--- src/sv/aes_pkg.sv ---
// Shared types, constants and GF(2^8) helpers for the AES block cipher.
package aes_pkg;

  localparam int unsigned NumRoundKeys = 15;
  localparam int unsigned RkIdxW = 4;
  localparam int unsigned WordIdxW = 6;
  localparam int unsigned AddrW = 6;

  typedef enum logic [2:0] {
    RegMode = 3'd0,
    RegKey0 = 3'd1,
    RegKey1 = 3'd2,
    RegKey2 = 3'd3,
    RegKey3 = 3'd4
  } reg_idx_e;

  typedef enum logic [1:0] {
    Key128 = 2'd0,
    Key192 = 2'd1,
    Key256 = 2'd2
  } key_len_e;

  typedef enum logic [2:0] {
    StIdle,
    StExpand,
    StInit,
    StRound,
    StDone
  } ctrl_state_e;

  typedef struct packed {
    logic        operation;
    logic [63:0] block_high;
    logic [63:0] block_low;
  } aes_in_t;

  typedef struct packed {
    logic [63:0] result_high;
    logic [63:0] result_low;
  } aes_out_t;

  // controller -> datapath
  typedef struct packed {
    logic                exp_start;
    logic                exp_step;
    logic                load;
    logic                round;
    logic                last;
    logic [RkIdxW-1:0]   rk_idx;
  } aes_cmd_t;

  // datapath -> controller
  typedef struct packed {
    logic exp_done;
  } aes_sts_t;

  function automatic logic [7:0] xtime(input logic [7:0] a);
    return {a[6:0], 1'b0} ^ (a[7] ? 8'h1b : 8'h00);
  endfunction

  function automatic logic [7:0] gf_mul(input logic [7:0] a, input logic [7:0] b);
    logic [7:0] r;
    logic [7:0] p;
    r = '0;
    p = a;
    for (int n = 0; n < 8; n++) begin
      if (b[n]) r = r ^ p;
      p = xtime(p);
    end
    return r;
  endfunction

  localparam logic [7:0] SBOX [256] = '{
    8'h63,8'h7c,8'h77,8'h7b,8'hf2,8'h6b,8'h6f,8'hc5,8'h30,8'h01,8'h67,8'h2b,8'hfe,8'hd7,8'hab,8'h76,
    8'hca,8'h82,8'hc9,8'h7d,8'hfa,8'h59,8'h47,8'hf0,8'had,8'hd4,8'ha2,8'haf,8'h9c,8'ha4,8'h72,8'hc0,
    8'hb7,8'hfd,8'h93,8'h26,8'h36,8'h3f,8'hf7,8'hcc,8'h34,8'ha5,8'he5,8'hf1,8'h71,8'hd8,8'h31,8'h15,
    8'h04,8'hc7,8'h23,8'hc3,8'h18,8'h96,8'h05,8'h9a,8'h07,8'h12,8'h80,8'he2,8'heb,8'h27,8'hb2,8'h75,
    8'h09,8'h83,8'h2c,8'h1a,8'h1b,8'h6e,8'h5a,8'ha0,8'h52,8'h3b,8'hd6,8'hb3,8'h29,8'he3,8'h2f,8'h84,
    8'h53,8'hd1,8'h00,8'hed,8'h20,8'hfc,8'hb1,8'h5b,8'h6a,8'hcb,8'hbe,8'h39,8'h4a,8'h4c,8'h58,8'hcf,
    8'hd0,8'hef,8'haa,8'hfb,8'h43,8'h4d,8'h33,8'h85,8'h45,8'hf9,8'h02,8'h7f,8'h50,8'h3c,8'h9f,8'ha8,
    8'h51,8'ha3,8'h40,8'h8f,8'h92,8'h9d,8'h38,8'hf5,8'hbc,8'hb6,8'hda,8'h21,8'h10,8'hff,8'hf3,8'hd2,
    8'hcd,8'h0c,8'h13,8'hec,8'h5f,8'h97,8'h44,8'h17,8'hc4,8'ha7,8'h7e,8'h3d,8'h64,8'h5d,8'h19,8'h73,
    8'h60,8'h81,8'h4f,8'hdc,8'h22,8'h2a,8'h90,8'h88,8'h46,8'hee,8'hb8,8'h14,8'hde,8'h5e,8'h0b,8'hdb,
    8'he0,8'h32,8'h3a,8'h0a,8'h49,8'h06,8'h24,8'h5c,8'hc2,8'hd3,8'hac,8'h62,8'h91,8'h95,8'he4,8'h79,
    8'he7,8'hc8,8'h37,8'h6d,8'h8d,8'hd5,8'h4e,8'ha9,8'h6c,8'h56,8'hf4,8'hea,8'h65,8'h7a,8'hae,8'h08,
    8'hba,8'h78,8'h25,8'h2e,8'h1c,8'ha6,8'hb4,8'hc6,8'he8,8'hdd,8'h74,8'h1f,8'h4b,8'hbd,8'h8b,8'h8a,
    8'h70,8'h3e,8'hb5,8'h66,8'h48,8'h03,8'hf6,8'h0e,8'h61,8'h35,8'h57,8'hb9,8'h86,8'hc1,8'h1d,8'h9e,
    8'he1,8'hf8,8'h98,8'h11,8'h69,8'hd9,8'h8e,8'h94,8'h9b,8'h1e,8'h87,8'he9,8'hce,8'h55,8'h28,8'hdf,
    8'h8c,8'ha1,8'h89,8'h0d,8'hbf,8'he6,8'h42,8'h68,8'h41,8'h99,8'h2d,8'h0f,8'hb0,8'h54,8'hbb,8'h16
  };

  localparam logic [7:0] INV_SBOX [256] = '{
    8'h52,8'h09,8'h6a,8'hd5,8'h30,8'h36,8'ha5,8'h38,8'hbf,8'h40,8'ha3,8'h9e,8'h81,8'hf3,8'hd7,8'hfb,
    8'h7c,8'he3,8'h39,8'h82,8'h9b,8'h2f,8'hff,8'h87,8'h34,8'h8e,8'h43,8'h44,8'hc4,8'hde,8'he9,8'hcb,
    8'h54,8'h7b,8'h94,8'h32,8'ha6,8'hc2,8'h23,8'h3d,8'hee,8'h4c,8'h95,8'h0b,8'h42,8'hfa,8'hc3,8'h4e,
    8'h08,8'h2e,8'ha1,8'h66,8'h28,8'hd9,8'h24,8'hb2,8'h76,8'h5b,8'ha2,8'h49,8'h6d,8'h8b,8'hd1,8'h25,
    8'h72,8'hf8,8'hf6,8'h64,8'h86,8'h68,8'h98,8'h16,8'hd4,8'ha4,8'h5c,8'hcc,8'h5d,8'h65,8'hb6,8'h92,
    8'h6c,8'h70,8'h48,8'h50,8'hfd,8'hed,8'hb9,8'hda,8'h5e,8'h15,8'h46,8'h57,8'ha7,8'h8d,8'h9d,8'h84,
    8'h90,8'hd8,8'hab,8'h00,8'h8c,8'hbc,8'hd3,8'h0a,8'hf7,8'he4,8'h58,8'h05,8'hb8,8'hb3,8'h45,8'h06,
    8'hd0,8'h2c,8'h1e,8'h8f,8'hca,8'h3f,8'h0f,8'h02,8'hc1,8'haf,8'hbd,8'h03,8'h01,8'h13,8'h8a,8'h6b,
    8'h3a,8'h91,8'h11,8'h41,8'h4f,8'h67,8'hdc,8'hea,8'h97,8'hf2,8'hcf,8'hce,8'hf0,8'hb4,8'he6,8'h73,
    8'h96,8'hac,8'h74,8'h22,8'he7,8'had,8'h35,8'h85,8'he2,8'hf9,8'h37,8'he8,8'h1c,8'h75,8'hdf,8'h6e,
    8'h47,8'hf1,8'h1a,8'h71,8'h1d,8'h29,8'hc5,8'h89,8'h6f,8'hb7,8'h62,8'h0e,8'haa,8'h18,8'hbe,8'h1b,
    8'hfc,8'h56,8'h3e,8'h4b,8'hc6,8'hd2,8'h79,8'h20,8'h9a,8'hdb,8'hc0,8'hfe,8'h78,8'hcd,8'h5a,8'hf4,
    8'h1f,8'hdd,8'ha8,8'h33,8'h88,8'h07,8'hc7,8'h31,8'hb1,8'h12,8'h10,8'h59,8'h27,8'h80,8'hec,8'h5f,
    8'h60,8'h51,8'h7f,8'ha9,8'h19,8'hb5,8'h4a,8'h0d,8'h2d,8'he5,8'h7a,8'h9f,8'h93,8'hc9,8'h9c,8'hef,
    8'ha0,8'he0,8'h3b,8'h4d,8'hae,8'h2a,8'hf5,8'hb0,8'hc8,8'heb,8'hbb,8'h3c,8'h83,8'h53,8'h99,8'h61,
    8'h17,8'h2b,8'h04,8'h7e,8'hba,8'h77,8'hd6,8'h26,8'he1,8'h69,8'h14,8'h63,8'h55,8'h21,8'h0c,8'h7d
  };

  function automatic logic [31:0] sub_word(input logic [31:0] w);
    return {SBOX[w[31:24]], SBOX[w[23:16]], SBOX[w[15:8]], SBOX[w[7:0]]};
  endfunction

endpackage

--- src/sv/aes_ctrl.sv ---
// Sequencer: key expansion when the keys are stale, then one cipher round per cycle.
module aes_ctrl (
  input  logic              clk_i,
  input  logic              rst_ni,
  input  logic              start_i,
  input  logic              operation_i,
  input  logic              stale_i,
  input  logic [1:0]        mode_i,
  input  aes_pkg::aes_sts_t sts_i,
  output aes_pkg::aes_cmd_t cmd_o,
  output logic              busy_o,
  output logic              done_o
);
  import aes_pkg::*;

  ctrl_state_e state_q, state_d;
  logic [RkIdxW-1:0] cnt_q, cnt_d;
  logic [RkIdxW-1:0] nr_q, nr_d;
  logic              dec_q, dec_d;
  logic [RkIdxW-1:0] nr_mode;

  always_comb begin
    case (mode_i)
      Key128:  nr_mode = RkIdxW'(10);
      Key192:  nr_mode = RkIdxW'(12);
      default: nr_mode = RkIdxW'(14);
    endcase
  end

  always_comb begin
    state_d = state_q;
    cnt_d   = cnt_q;
    nr_d    = nr_q;
    dec_d   = dec_q;
    case (state_q)
      StIdle: begin
        if (start_i) begin
          dec_d   = operation_i;
          nr_d    = nr_mode;
          state_d = stale_i ? StExpand : StInit;
        end
      end
      StExpand: if (sts_i.exp_done) state_d = StInit;
      StInit: begin
        cnt_d   = RkIdxW'(1);
        state_d = StRound;
      end
      StRound: begin
        cnt_d = cnt_q + RkIdxW'(1);
        if (cnt_q == nr_q) state_d = StDone;
      end
      StDone:  state_d = StIdle;
      default: state_d = StIdle;
    endcase
  end

  always_comb begin
    cmd_o = '0;
    busy_o = (state_q != StIdle);
    done_o = (state_q == StDone);
    case (state_q)
      StIdle:   cmd_o.exp_start = start_i && stale_i;
      StExpand: cmd_o.exp_step = 1'b1;
      StInit: begin
        cmd_o.load   = 1'b1;
        cmd_o.rk_idx = dec_q ? nr_q : '0;
      end
      StRound: begin
        cmd_o.round  = 1'b1;
        cmd_o.last   = (cnt_q == nr_q);
        cmd_o.rk_idx = dec_q ? (nr_q - cnt_q) : cnt_q;
      end
      default: ;
    endcase
  end

  always_ff @(posedge clk_i or negedge rst_ni) begin
    if (!rst_ni) begin
      state_q <= StIdle;
      cnt_q   <= '0;
      nr_q    <= RkIdxW'(10);
      dec_q   <= 1'b0;
    end else begin
      state_q <= state_d;
      cnt_q   <= cnt_d;
      nr_q    <= nr_d;
      dec_q   <= dec_d;
    end
  end

  a_done_after_round: assert property (@(posedge clk_i) disable iff (!rst_ni)
    state_q == StDone |-> $past(state_q) == StRound) else $error("done without round");
  a_round_bound: assert property (@(posedge clk_i) disable iff (!rst_ni)
    state_q == StRound |-> cnt_q <= nr_q && cnt_q != '0) else $error("round count out of range");
  a_one_cmd: assert property (@(posedge clk_i) disable iff (!rst_ni)
    $onehot0({cmd_o.exp_step, cmd_o.load, cmd_o.round})) else $error("overlapping commands");
endmodule

--- config.mk ---
export PLATFORM = sky130hd
export DESIGN_NAME = aes_ctrl
export DESIGN_NICKNAME = d
export VERILOG_FILES = /design/src/sv/aes_pkg.sv /design/src/sv/aes_ctrl.sv
export SDC_FILE = /design/constraint.sdc
export NUM_CORES = 1
export LEC_CHECK = 0
export BUFFER_PORTS_ARGS = -buffer_cell sky130_fd_sc_hd__buf_2
export CAP_MARGIN = 20
export CORE_MARGIN = 3
export CORE_UTILIZATION = 45
export CTS_CLUSTER_DIAMETER = 40
export DETAILED_ROUTE_END_ITERATION = 12
export MAX_ROUTING_LAYER = met4
export PLACE_DENSITY = 0.69
export SYNTH_ARGS = -nofsm -noshare
export SYNTH_HDL_FRONTEND = slang
export SYNTH_SLANG_ARGS = --single-unit
export TNS_END_PERCENT = 100
--- constraint.sdc ---
create_clock -name clk_i -period 1.6 [get_ports clk_i]
set_clock_uncertainty 0.2 [all_clocks]
set_input_delay 0.16 -clock clk_i [delete_from_list [all_inputs] [get_ports clk_i]]
set_output_delay 0.16 -clock clk_i [all_outputs]
set_load 0.02 [all_outputs]
* Word level (Yosys, flattened, before mapping) *
Cells that the tools add are included.

word-level totals
  register bits = 12
  bits of input ports = 8
  output and inout port bits = 11
  logic and storage cells = 36

operators by class
  add/subtract/negate cells = 2
  equality and inequality tests = 9
  muxes and demuxes = 14
  reduce and logical (&&, ||, !) cells = 7

operators with widths
  cell                 number
  $pmux 4 s2           2
  $pmux 3 s4           1
  $mux 3               3
  $mux 4               2
  $eq 3x2->1 const B   2
  $ne 2x2->1 const B   3
  $pmux 3 s2           1
  $add 4x1->4 const B  1
  $eq 4x4->1           1
  $mux 2               2
  $sub 4x4->4          1
  $eq 3x1->1 const B   1
  $eq 3x3->1 const B   1
  $logic_not 3->1      1
  $mux 1               3
  $reduce_and 3->1     1
  $reduce_bool 3->1    1
  $eq 2x1->1 const B   1
  $logic_not 2->1      1
  $reduce_and 2->1     1
  $reduce_bool 2->1    1
  $logic_and 1x1->1    1

* Logic depth before layout (Yosys ltp) *
Gate-level depths: netlist (run 1).

  word-level depth = 3
  gate-level depth with buffers = 6
  mapped depth without buffers = 6

* Worst setup path after synthesis (run 1) *
No wires, ideal clock.

  path kind = reg2out
  from = register nr_q[1]
  to = output cmd_o[2] (netlist name)
  arrival time = 1.648 ns
  data required time = 1.240 ns
  slack = -0.408 ns
  cell stages (with the launch flop) = 6
  buffers on the path = 0
  cell sequence = dfstp_2 -> inv_1 -> fa_1 -> xnor2_1 -> a211oi_1 -> nor3_1

RTL lines
  element                 line            text
  start, declared         aes_ctrl.sv:18  logic [RkIdxW-1:0] nr_q, nr_d;
  start signal, assigned  aes_ctrl.sv:81  nr_q <= RkIdxW'(10);
  start signal, assigned  aes_ctrl.sv:86  nr_q <= nr_d;
  end, declared           aes_ctrl.sv:10  output aes_pkg::aes_cmd_t cmd_o,

==> results of run 1 <==
-- report_power, final --
part,switching (mW),internal (mW),total [mW]
combinational,1.36,1.36,2.73
clock,0.114,0.139,0.253
sequential,0.184,0.380,0.564
total,1.66,1.88,3.54
-- timing repair --
action / CTS / global route
hold buffers: 5 / 0
endpoints found under the hold margin: 14 / 0
pin swaps: 4 / 7
resized for setup: 39 / 33
endpoints found under the setup margin: 13 / 16
buffers inserted: 12 / 6
-- routing by layer --
layer  up-vias  track usage  share of wire
met1       466        0.331           0.38
li1        403            -              -
met2        59        0.401           0.50
met5         -            -              0
met4         0        0.114          0.048
met3        20       0.0469          0.066
-- registers in the layout, indices dropped and copies added, names as in the netlist --
name / count
state_q: 3
nr_q: 2
cnt_q: 4
dec_q: 1
-- worst max-delay path, cell delays in order, from the launching register on --
cell	delay (ns)
dfstp_2	0.57
inv_2	0.06
fa_2	0.35
xnor2_2	0.14
a211oi_2	0.22
nor3_2	0.06
buf_4	0.16
-- area by class of cell --
type / count / area, um^2 / area share
timing repair buffer: 54 / 469 / 0.327
multi-input combinational: 60 / 619 / 0.432
inverter: 7 / 33.8 / 0.0236
sequential: 10 / 255 / 0.178
clock buffer: 4 / 36.3 / 0.0253
tap: 16 / 20.0 / 0.0140
-- cell usage in the layout, fill, tap and decap left out, types with 2 or more instances in the layout --
cell type,synthesis,layout
a211o_1,2,2
a21oi_1,8,5
a21oi_2,0,3
buf_2,3,8
buf_4,1,23
buf_6,2,17
clkbuf_4,0,3
dfrtp_1,9,6
dfrtp_2,0,3
dlygate4sd3_1,0,5
ha_4,0,3
inv_1,7,4
mux2i_1,2,2
nand2_1,3,2
nand3_1,4,3
nor2_4,0,2
nor2b_1,3,3
nor3_2,0,2
nor3_4,0,3
nor3b_1,3,2
o21ai_1,2,5
-- worst paths after layout --
check / endpoint / depth (start not counted) / start
worst min register to register: dec_q / 2 / dec_q
min in group clk_i: state_q[0] / 3 / start_i
worst max register to register: state_q[1] / 7 / nr_q[1]
worst max-delay path: cmd_o[2] / 6 / nr_q[1]
max in group asynchronous: nr_q[1] / 2 / rst_ni
worst min-delay path: cnt_q[0] / 2 / rst_ni
-- kinds of logic after synthesis --
| logic type | after synthesis | synth area share |
|---|---|---|
| XOR/XNOR | 1 | 0.0118 |
| flip-flops | 10 | 0.339 |
| AO/OA/AOI/OAI | 22 | 0.169 |
| adder cells (fa/ha/maj) | 5 | 0.0944 |
| buffers and inverters | 13 | 0.0961 |
| multiplexers | 2 | 0.0270 |
| AND/OR/NAND/NOR | 30 | 0.263 |
==> impl_results.md, run 1 <==
- Outcome: finished, violations left
- Failing checks: negative setup slack
- Die X-Extent: around 47 um
- Ports: 19
- DR vias: 948
- Final period utilization: 1.38
- Global-route wire length before repair: between 3000 and 4000 um
- DR DRC count: 0
- Worst Path Max Fanout: 3
- Layout cells sized above 1: 0.659
- Max_cap viols: 0
- Final Util: 0.941
- Setup TNS: -3.88 ns
- Synthesized area per cell: around 8.9 um^2
- Endpoint class of the critical path: output port
- Post-route minimum period: 2.21 ns
- Slew margin rel.: 0.788
- Final setup violation count: 17
- Clk sinks: 10
- Post-synth EDFFs: 0
- Pwr per Cell Area: 2470 nW/um^2
- Final hold slack: a little under 0.07 ns
- Detailed Routing Iterations Pass 1: 4
- Die area: ~2200 um^2
- Cell Rows: 14
- Worst slew pin tran: around 0.32 ns
- Fmax: around 0.45 GHz
- Yosys Warn Count: 0
- Routed WL: ~3600 um
- Peak supply drop: 1810 uV
- TritonCTS buffer count: 3
- Synth top area share: 0.304
- Sequential share of the synthesized area: 0.339
- Std-Cell Core Area: 1520 um^2
- Worst-path clk slew: about 0.080 ns
- Total Routing Usage GR: 0.261
- Yosys reg bits: 10
- Worst EP arrival: between 1.5 and 2 ns
- Fin. Hold Viols: 0
- HPWL Detailed: between 1000 and 1500 um
- Area after DPL: between 900 and 1000 um^2
- Worst skew pair latency: roughly 0.29 ns
- Max Slew Vio Count: 0
- Post-route setup slack: -0.613 ns
- Post-route ant nets: 0
- WS Path Type: register to output port
- Gr ovfl total: 0
- Kind of start point of the critical path: register
- Antenna Cells: 0
- Number of fill cells: 48
- Htree depth: 1
- Total power: 3.54 mW
- Initial antenna violation count: 0
- Cell Area, Synth: 742 um^2
- Gate Count Post-Synth: 83
- Post-Layout Inst Area: roughly 1400 um^2
- Top post-synthesis cells by count: dfrtp_1, a21oi_1, inv_1, o21ai_0, nor3_1
- Post-synth top area cell: dfrtp_1
- Cells after DPL: between 100 and 150
- Unrepaired setup endpoints after global routing: yes
- R2R setup slack: -0.22 ns
- Drt wl/cell: 23.6 um
- Post-Layout Cell Count: about 150
- Fraction of registers with async set/reset: 1.00
- Nets: approximately 150
- Hold crit path type: input pin to asynchronous set/reset pin
- Count leader, synth: dfrtp_1
- PortBufs: 18
- DP Worst Slack: -0.280 ns
- Syn_nets: between 90 and 100
- Ys flop type: dfrtp_1
- Cell variety after synth: 31
- Vias in the first global route: approximately 830
- Clock buffer depth: 2
- Die Ht: roughly 47 um
- Via/cell ratio: approximately 6.3
- P&R area growth vs syn: 93.3%
- Main area contributors after synthesis: dfrtp_1, ha_1, a21oi_1
- Critical path required time: between 1 and 1.5 ns
- Leak: 0.625 nW
- Global placer's final weighted congestion: around 0.8
- Largest net degree at the start of global routing: 11
- Starting Density: 0.487
- CTS tree: yes
- 1st-iter DRT viols: 47
- Root Buffer: clkbuf_4
Power figures use the tool's default switching activity.
==> run 2: changes to the inputs <==
--- a/config.mk
+++ b/config.mk
@@ -5,7 +5,7 @@
 export SDC_FILE = /design/constraint.sdc
 export NUM_CORES = 1
 export LEC_CHECK = 0
-export BUFFER_PORTS_ARGS = -buffer_cell sky130_fd_sc_hd__buf_2
+export BUFFER_PORTS_ARGS = -buffer_cell sky130_fd_sc_hd__buf_4
 export CAP_MARGIN = 20
 export CORE_MARGIN = 3
 export CORE_UTILIZATION = 45
==> run 2 against run 1 <==
Effect of this change:
- the run still ends with negative setup slack left
- sequential cell count did not move
- power fell by 3.3%
- sequential share of layout area rose by 0.17 points
- critical path depth did not move
- combinational power fell by 5%
- core utilization fell by 0.90 points
==> impl_results.md, run 2 (synthesized netlist as in run 1, its figures left out) <==
- Final period utilization: 1.39
- CP Buf/Inv Count: 2
- Global-route wire length before repair: roughly 4100 um
- Worst skew pair latency: approximately 0.28 ns
- Final hold slack: around 0.043 ns
- Detailed Routing Iterations Pass 1: 4
- Ports: 19
- Worst EP arrival: approximately 1.9 ns
- Post-route setup slack: -0.625 ns
- Std-Cell Core Area: roughly 1500 um^2
- HPWL Detailed: approximately 1300 um
- Final setup violation count: 14
- DR vias: ~930
- Critical path required time: between 1 and 1.5 ns
- Slowest stage delay, CP: 0.57 ns
- Largest net degree at the start of global routing: 11
- Cells after DPL: around 120
- Slew margin rel.: 0.764
- Number of fill cells: slightly below 50
- Highest-delay cell along the critical path: dfstp_2
- Endpoint class of the critical path: output port
- Failing checks: negative setup slack
- Routed WL: roughly 3400 um
- Leak: 0.616 nW
- Drt wl/cell: approximately 23 um
- Htree depth: 1
- Worst Path Max Fanout: 2
- Post-route minimum period: around 2.2 ns
- Die area: 2170 um^2
- WS Path Type: register to output port
- Die Ht: 46.6 um
- Antenna Cells: 0
- Kind of start point of the critical path: register
- Commonest cells after routing, fill and taps aside: buf_4, buf_6, dfrtp_1
- Largest regs: cnt_q (4), state_q (3), nr_q (2)
- DP Worst Slack: -0.273 ns
- Clock buffer depth: 2
- Worst-path clk slew: about 0.080 ns
- Cell Rows: 14
- Global placer's final weighted congestion: a little under 0.8
- Peak supply drop: 1710 uV
- Crit path cell chain: inv_2, fa_2, xnor2_2, a211oi_2, nor3_2, buf_4
- Post-Layout Cell Count: 148
- Most common cell after layout, fill and taps aside: buf_4
- Initial antenna violation count: 0
- Clk sinks: 10
- Max_cap viols: 0
- Pwr per Cell Area: between 2000 and 2500 nW/um^2
- Post-route ant nets: 0
- 1st-iter DRT viols: 19
- CTS tree: yes
- Layout cells sized above 1: 0.614
- P&R area growth vs syn: 91.4%
- Nets: between 100 and 150
- Outcome: finished, violations left
- Hold crit path type: input pin to asynchronous set/reset pin
- Biggest register: cnt_q
- Die X-Extent: approximately 47 um
- Unrepaired setup endpoints after global routing: yes
- Root Buffer: clkbuf_4
- PortBufs: 18
- Total Routing Usage GR: 0.291
- Vias in the first global route: roughly 900
- Starting Density: 0.487
- Via/cell ratio: around 6.3
- TritonCTS buffer count: 3
- Fmax: around 0.45 GHz
- Max Slew Vio Count: 0
- DR DRC count: 0
- Top delay family on crit path: flip-flops
- Number of flip-flops in the largest register: 4
- Fin. Hold Viols: 0
- Worst slew pin tran: about 0.35 ns
- Gr ovfl total: 0
==> run 2: cell types whose count changed in the layout (fill, tap and decap cells not counted), sizes merged <==
cell / before / now
buf: 49 / 45
clkinv: 0 / 1
inv: 7 / 6
nand2b: 1 / 2
==> run 2: layout make-up <==
class                   count  area, um^2  share of cell area
well taps                  16        20.0              0.0141
inverters                   7        33.8              0.0238
multi-input cells          61         607               0.427
clock buffers               4        36.3              0.0256
flip-flops and latches     10         255               0.180
repair buffers             50         468               0.330
==> run 2: per-layer routing <==
layer | share of wire | vias up | track usage
met5 | 0 | - | -
met4 | 0.059 | 0 | 0.131
met3 | 0.069 | 29 | 0.0352
met2 | 0.50 | 60 | 0.470
met1 | 0.37 | 448 | 0.358
li1 | - | 395 | -
==> run 2: power breakdown <==
group | leakage, nW | switching, mW | internal (mW) | total [mW]
logic | 0.481 | 1.28 | 1.30 | 2.58
registers | 0.114 | 0.223 | 0.379 | 0.602
clock network | 0.0210 | 0.109 | 0.139 | 0.248
==> run 2: what timing repair did <==
item	CTS	global route
buffers inserted	10	4
pin swaps	8	8
endpoints found under the hold margin	14	0
setup endpoints to repair	14	16
hold buffers	5	0
cloned	0	1
resized for setup	30	26
==> run 2: worst reg2reg max path, stage by stage, from the launching register on <==
cell and delay, ns:
dfstp_2 0.57, buf_6 0.11, ha_4 0.13, buf_6 0.10
ha_4 0.12, nand3_4 0.09, buf_6 0.14, buf_6 0.11
o21ai_4 0.16, a21oi_1 0.10
==> run 2: per-stage QoR <==
step | util | area [um^2] | setup TNS (ns) | total power, mW
3_5_place_dp | 0.651 | 992 | -1.31 | 2.08
3_3_place_gp | 0.651 | 992 | -1.05 | 2.03
2_1_floorplan | - | 785 | -0.504 | 1.55
4_1_cts | 0.842 | 1280 | -2.86 | 2.85
5_1_grt | 0.932 | 1420 | -4.61 | 3.59
6_report | 0.932 | 1420 | -3.82 | 3.43
==> run 2: path summary, 6_finish.rpt <==
kind                       depth (start not counted)    endpoint      from  slack [ns]
hold / removal                                     2    cnt_q[2]    rst_ni        0.04
setup reg to reg                                   9  state_q[1]   nr_q[1]       -0.35
max in group asynchronous                          2     nr_q[1]    rst_ni        0.93
hold reg to reg                                    2    cnt_q[2]  cnt_q[2]        0.46
min in group clk_i                                 3  state_q[0]   start_i        0.06
setup / recovery                                   6    cmd_o[2]   nr_q[1]       -0.62
